$ cat src/rtl/periodic_table_interpolator_defines.svh
// Assertion macros for the periodic table interpolator
`ifndef PERIODIC_TABLE_INTERPOLATOR_DEFINES_SVH
`define PERIODIC_TABLE_INTERPOLATOR_DEFINES_SVH

// Same-cycle implication
`define PTI_ASSERT_NOW(lbl, ante, cons, msg) \
    lbl: assert property (@(posedge i_clk) disable iff (!i_rst_n) (ante) |-> (cons)) else $error(msg);

// Next-cycle implication
`define PTI_ASSERT_NEXT(lbl, ante, cons, msg) \
    lbl: assert property (@(posedge i_clk) disable iff (!i_rst_n) (ante) |=> (cons)) else $error(msg);

`endif

$ cat src/rtl/pti_pkg.sv
// Shared constants and controller/datapath interface types
package pti_pkg;
    localparam int TABLE_ENTRIES = 1024;
    localparam int IDX_W  = $clog2(TABLE_ENTRIES);
    localparam int TIME_W = 47;
    localparam int QT_W   = 48;
    localparam int COMP_W = 32;
    localparam int NCOMP  = 6;
    localparam int K_W    = 3;
    localparam int WBITS  = 30;
    localparam int DW     = TIME_W + 3;
    localparam logic [TIME_W-1:0] PERIOD_RESET = TIME_W'(65536);
    localparam logic CMD_LOAD  = 1'b0;
    localparam logic CMD_QUERY = 1'b1;

    typedef logic [NCOMP-1:0][COMP_W-1:0] t_comp;

    typedef struct packed {
        logic           load_we;
        logic           q_init;
        logic           mod_step;
        logic           mod_fix;
        logic           srch_rd;
        logic           srch_cmp;
        logic           fetch_a;
        logic           fetch_b;
        logic           latch_b;
        logic           setup;
        logic           decide;
        logic           div_step;
        logic           mul;
        logic           acc;
        logic [K_W-1:0] k;
    } t_cmd;

    typedef struct packed {
        logic srch_done;
        logic div_bypass;
    } t_status;
endpackage

$ cat src/rtl/pti_ctrl.sv
// Controller state machine sequencing one load or query item
module pti_ctrl (
    input  logic             i_clk,
    input  logic             i_rst_n,
    input  logic             i_start,
    input  logic             i_cmd,
    input  pti_pkg::t_status i_status,
    output pti_pkg::t_cmd    o_cmd,
    output logic             o_busy,
    output logic             o_valid
);
    typedef enum logic [13:0] {
        S_IDLE     = 14'b00000000000001,
        S_MOD      = 14'b00000000000010,
        S_MOD_FIX  = 14'b00000000000100,
        S_SRCH_RD  = 14'b00000000001000,
        S_SRCH_CMP = 14'b00000000010000,
        S_FETCH_A  = 14'b00000000100000,
        S_FETCH_B  = 14'b00000001000000,
        S_LATCH_B  = 14'b00000010000000,
        S_SETUP    = 14'b00000100000000,
        S_DECIDE   = 14'b00001000000000,
        S_DIV      = 14'b00010000000000,
        S_MUL      = 14'b00100000000000,
        S_ACC      = 14'b01000000000000,
        S_DONE     = 14'b10000000000000
    } t_state;

    t_state r_state, n_state;
    logic [5:0] r_cnt, n_cnt;
    logic [pti_pkg::K_W-1:0] r_k, n_k;
    logic accept;

    assign accept  = i_start && (r_state == S_IDLE);
    assign o_busy  = (r_state != S_IDLE);
    assign o_valid = (r_state == S_DONE);

    // Decode commands and advance state
    always_comb begin
        n_state = r_state;
        n_cnt   = r_cnt;
        n_k     = r_k;
        o_cmd   = '0;
        o_cmd.k = r_k;
        unique case (r_state)
            S_IDLE: begin
                if (accept && i_cmd == pti_pkg::CMD_LOAD) begin
                    o_cmd.load_we = 1'b1;
                end else if (accept) begin
                    o_cmd.q_init = 1'b1;
                    n_cnt   = '0;
                    n_state = S_MOD;
                end
            end
            S_MOD: begin
                o_cmd.mod_step = 1'b1;
                n_cnt = r_cnt + 6'd1;
                if (r_cnt == 6'(pti_pkg::QT_W - 1)) n_state = S_MOD_FIX;
            end
            S_MOD_FIX: begin
                o_cmd.mod_fix = 1'b1;
                n_state = S_SRCH_RD;
            end
            S_SRCH_RD: begin
                if (i_status.srch_done) begin
                    n_state = S_FETCH_A;
                end else begin
                    o_cmd.srch_rd = 1'b1;
                    n_state = S_SRCH_CMP;
                end
            end
            S_SRCH_CMP: begin
                o_cmd.srch_cmp = 1'b1;
                n_state = S_SRCH_RD;
            end
            S_FETCH_A: begin
                o_cmd.fetch_a = 1'b1;
                n_state = S_FETCH_B;
            end
            S_FETCH_B: begin
                o_cmd.fetch_b = 1'b1;
                n_state = S_LATCH_B;
            end
            S_LATCH_B: begin
                o_cmd.latch_b = 1'b1;
                n_state = S_SETUP;
            end
            S_SETUP: begin
                o_cmd.setup = 1'b1;
                n_state = S_DECIDE;
            end
            S_DECIDE: begin
                o_cmd.decide = 1'b1;
                n_cnt = '0;
                n_k   = '0;
                n_state = i_status.div_bypass ? S_MUL : S_DIV;
            end
            S_DIV: begin
                o_cmd.div_step = 1'b1;
                n_cnt = r_cnt + 6'd1;
                if (r_cnt == 6'(pti_pkg::WBITS - 1)) n_state = S_MUL;
            end
            S_MUL: begin
                o_cmd.mul = 1'b1;
                n_state = S_ACC;
            end
            S_ACC: begin
                o_cmd.acc = 1'b1;
                n_k = r_k + 1'b1;
                n_state = (r_k == pti_pkg::K_W'(pti_pkg::NCOMP - 1)) ? S_DONE : S_MUL;
            end
            S_DONE: begin
                n_state = S_IDLE;
            end
            default: begin
                n_state = S_IDLE;
            end
        endcase
    end

    // Hold state
    always_ff @(posedge i_clk) begin
        if (!i_rst_n) begin
            r_state <= S_IDLE;
            r_cnt   <= '0;
            r_k     <= '0;
        end else begin
            r_state <= n_state;
            r_cnt   <= n_cnt;
            r_k     <= n_k;
        end
    end
endmodule

$ cat config.mk
export PLATFORM = sky130hd
export DESIGN_NAME = pti_ctrl
export DESIGN_NICKNAME = d
export VERILOG_FILES = /design/src/rtl/periodic_table_interpolator_defines.svh /design/src/rtl/pti_pkg.sv /design/src/rtl/pti_ctrl.sv
export SDC_FILE = /design/constraint.sdc
export NUM_CORES = 1
export LEC_CHECK = 0
export ABC_CLOCK_PERIOD_IN_PS = 2510
export BUFFER_PORTS_ARGS = -buffer_cell sky130_fd_sc_hd__buf_4
export CAP_MARGIN = 15
export CORE_MARGIN = 5
export CORE_UTILIZATION = 45
export DETAILED_ROUTE_END_ITERATION = 10
export GPL_TIMING_DRIVEN = 0
export PLACE_DENSITY = 0.7
export SETUP_SLACK_MARGIN = 0.5
export SLEW_MARGIN = 0
export SYNTH_ARGS = -nofsm -noshare
export SYNTH_HDL_FRONTEND = slang
export SYNTH_SLANG_ARGS = --single-unit
export TNS_END_PERCENT = 1
$ cat constraint.sdc
create_clock -name i_clk -period 2.51 [get_ports i_clk]
set_clock_uncertainty 0.1 [all_clocks]
set_input_delay 0.251 -clock i_clk [delete_from_list [all_inputs] [get_ports i_clk]]
set_output_delay 0.251 -clock i_clk [all_outputs]
set_load 0.02 [all_outputs]
Word-level counts from Yosys, hierarchy flattened
Index checks and enable logic that the tools add are counted.
Widths: inputs -> output; s select.

storage, ports and cells
  bits in registers = 23
  bits of input ports = 6
  output and inout bits = 19
  logic and storage cells = 65

cells by class
  $add $sub $neg = 2
  equality and inequality tests = 22
  multiplexer cells = 29
  bitwise logic cells = 1
  reductions and logical operators = 8

operators by type and width
  kind                  number
  $pmux 14 s12          1
  $mux 14               5
  $mux 6                3
  $pmux 6 s3            1
  $mux 1                16
  $eq 14x1->1 const B   1
  $eq 14x10->1 const B  1
  $eq 14x11->1 const B  1
  $eq 14x12->1 const B  1
  $eq 14x13->1 const B  1
  $eq 14x14->1 const B  1
  $eq 14x2->1 const B   1
  $eq 14x3->1 const B   1
  $eq 14x4->1 const B   1
  $eq 14x5->1 const B   1
  $eq 14x6->1 const B   1
  $eq 14x7->1 const B   1
  $eq 14x8->1 const B   1
  $eq 14x9->1 const B   1
  $ne 14x1->1 const B   1
  $mux 12               1
  $ne 2x2->1 const B    4
  $add 6x1->6 const B   1
  $eq 6x5->1 const B    1
  other kinds (12)      14

Depth between registers and ports, before layout
  word-level depth = 5
  gate-level depth with buffers = 8
  mapped depth without buffers = 7

Least setup slack after synthesis
OpenSTA, ideal clock, no wires.

  path kind = reg2out
  start = register r_state[1]
  end = output port o_cmd[16] (netlist bit)
  arrival = 2.065 ns
  data required time = 2.159 ns
  slack = 0.094 ns
  cell stages (with the launch flop) = 4
  buffers on the path = 0
  cell sequence = dfxtp_1 > or4b_2 > or4_4 > nor3b_1

RTL lines
  element                 line             RTL
  start, declared         pti_ctrl.sv:29   t_state r_state, n_state;
  start signal, assigned  pti_ctrl.sv:128  r_state <= n_state;
  end, declared           pti_ctrl.sv:8    output pti_pkg::t_cmd o_cmd,

==> reports/results.txt <==
Max cap viols: 0
Synth top area share: 0.322
Max Buffers Root-to-Sink: 2
WP data required: 2.16 ns
Post-layout net count: 220
Hold WC Path Type: primary input to flop
Worst-Skew Late Latency: 0.32 ns
Wire per inst: 14.9 um
Post-Syn Area: 0.00143 sq mm
Cells after Synth: 182
Tcrit/Tclk final: 1.01
Initial antenna violation count: 0
Pin count of the biggest net entering global routing: 13
Row Count: 20
Final instance area: 0.00198 sq mm
Share of cells above drive strength 1: 0.411
Cell taking the most area after synthesis: dfxtp_1
WP buf/inv: 1
Final Wtd Congestion: 0.906
Reg2Reg Setup Slack: 0.28 ns
Placed cell area: 0.00170 sq mm
First-pass GRT wire length: 5950 um
Core Footprint: 0.00305 sq mm
Outcome: complete, but fails checks
Root Buffer: clkbuf_4
Distinct cell type count after synthesis: 40
Most common flop cell mapped by yosys: dfxtp_1
CP peak stage delay: 0.57 ns
Die footprint: 0.00441 sq mm
RSZ-0062 raised after global routing: yes
Pre-CTS WS: 0.0392 ns
R2R Path End: r_cnt[5]
Hold path startpoint: i_status[1]
Core Util, Final: 0.649
Largest cells by area after synthesis: dfxtp_1, nor2_1, nand3_1, xnor2_1, inv_1
Final worst slack: -0.0213 ns
H-tree depth: 1
Crit-path cells: or4b_4 -> or4_4 -> nor3b_4 -> buf_6
Port buffer count: 23
Worst slew margin: 0.644
Starting density of the core: 0.468
Postcts setup bufs: 0
Total global routing overflow: 0
Setup total negative slack: -0.0213 ns
Die W: 66.4 um
Async S/R FF share, synth: 0
Post-synth EDFFs: 0
Crit. End Element: output pin
Max IR drop VDD: 0.000409 V
# hold bufs at CTS: 0
Failing checks: setup timing
Ports: 25
Placed cell count: 249
CP arrival: 2.18 ns
Clock transition at path regs: 0.13 ns
CP Class: flop to output pin
N_diodes: 0
FMAX: 395 MHz
Slowest CP cell: or4b_4
Die Ht: 66.4 um
Sequential fraction of the synthesis area: 0.322
Reg2reg start: r_state[4]
Final number of setup-violating endpoints: 1
Vias per cell: 5.67
Synthesis-stage register bit count: 23
First-pass detailed-route iteration total: 4
Fin. max-slew vios: 0
CP max FO: 6
Cell family with most CP delay: simple AND/OR/NAND/NOR gates
Yosys Warn Count: 0
P&R area growth vs syn: 38.6%
Drt drc: 0
Pwr/cell area: 686 mW/mm^2
Post-route antenna net violation count: 0
Worst-margin pin slew: 0.530 ns
CTS Buf Count: 3
Final HPWL DP: 2630 um
Vias post-DR: 1,435
Final std cells w/o fill: 253
WHS Endpoint: r_state[5]
Lkg Pwr: 0.789 nW
Reg2reg path depth: 7
GRT Util Overall: 0.174
WHS Path Cells: 3
CTS tree: done
CP Launch Type: flop
Average cell area after synthesis: 7.86 sq um
Final min period: 2.53 ns
Sink Count: 23
Routed wire length: 3760 um
Initial drt markers: 108
Worst Setup SP: r_state[1]
Vias in the first global route: 1,288
Syn_nets: 192
Final Hold Vio Count: 0
==> placed cells by master, fill, tap and decap left out, types with 4 or more instances in the layout <==
master / instances
dfxtp_1: 17
nand3_1: 11
xnor2_1: 7
buf_6: 11
dfxtp_2: 5
nor2_4: 4
o21ai_0: 6
buf_4: 17
nor2_1: 17
inv_1: 14
nor3_1: 7
nand2_1: 6
ha_1: 4
or3_1: 5
a21oi_2: 4
and2_1: 4
==> metal layers <==
metal	up-vias	track usage	wire length (um)
met5	-	0	0
met4	0	0.0711	56
met2	38	0.301	1920
met3	4	0.0289	187
li1	692	-	-
met1	701	0.211	1600
==> cell usage after synthesis (2+ instances only) <==
cell      instances
buf_4             3
or3_1             8
xnor2_1           7
or2_2             3
buf_2             2
or4b_2            2
o21ai_0           6
and2_1            5
nor3_1           10
ha_1              4
dfxtp_1          23
nand3_1          15
nor2_1           22
nand4_1           2
nor4b_1           6
and3_1            3
nand2_1           7
inv_1            15
or4_4             2
xor2_1            2
clkbuf_1          2
o21a_1            2
buf_6             2
a21oi_1           6
nor2b_1           3
nor4_1            5
nor3b_1           2
==> state kept, by name, indices dropped and copies added (netlist names) <==
signal,count
r_state,14
r_k,3
r_cnt,6
==> report_power, final <==
group          switching, W  internal [W]
registers         0.0000537      0.000401
logic              0.000417      0.000308
clock network      0.000117     0.0000622
total              0.000587      0.000772
==> worst max-delay path by stage <==
stage,endpoint,slack [ns],depth (start not counted)
2_1_floorplan,o_cmd[16],0.40,4
3_3_place_gp,o_cmd[8],0.04,6
3_5_place_dp,o_cmd[8],0.04,6
4_1_cts,o_cmd[16],-0.03,5
5_1_grt,o_cmd[16],-0.08,5
6_report,o_cmd[16],-0.02,4
==> per-stage QoR <==
| stage | hold WS [ns] | total power (W) |
|---|---|---|
| after floorplan | 0.270 | 0.000867 |
| after global placement | 0.377 | 0.000996 |
| after detailed placement | 0.392 | 0.00101 |
| after CTS | 0.0443 | 0.00129 |
| after global routing | 0.0567 | 0.00143 |
| final | 0.0640 | 0.00136 |
==> cell type report <==
type / instances / area [sq um]
Buffer: 10 / 95.1
Clock buffer: 4 / 26.3
Fill cell: 266 / 1070
Inverter: 15 / 56.3
Multi-Input combinational cell: 134 / 1080
Sequential cell: 23 / 470
Tap cell: 44 / 55.1
Timing Repair Buffer: 23 / 199
==> timing repair <==
item | 4_1_cts | 5_1_grt
setup endpoints to repair | 38 | 38
pin swaps | 21 | 12
resized for setup | 32 | 31
==> worst min-delay path: cells and delay by family <==
family,cells,cell delay [ns]
buffers and inverters,2,0.17
and+or+nand+nor,1,0.04
==> cells by family after synthesis <==
group,synth area share
buffers and inverters,0.0857
AND/OR/NAND/NOR,0.408
adder cells (fa/ha/maj),0.0350
XOR/XNOR,0.0551
flip-flops,0.322
AO/OA/AOI/OAI,0.0945
Note: power is estimated with default switching activity, not from simulation.
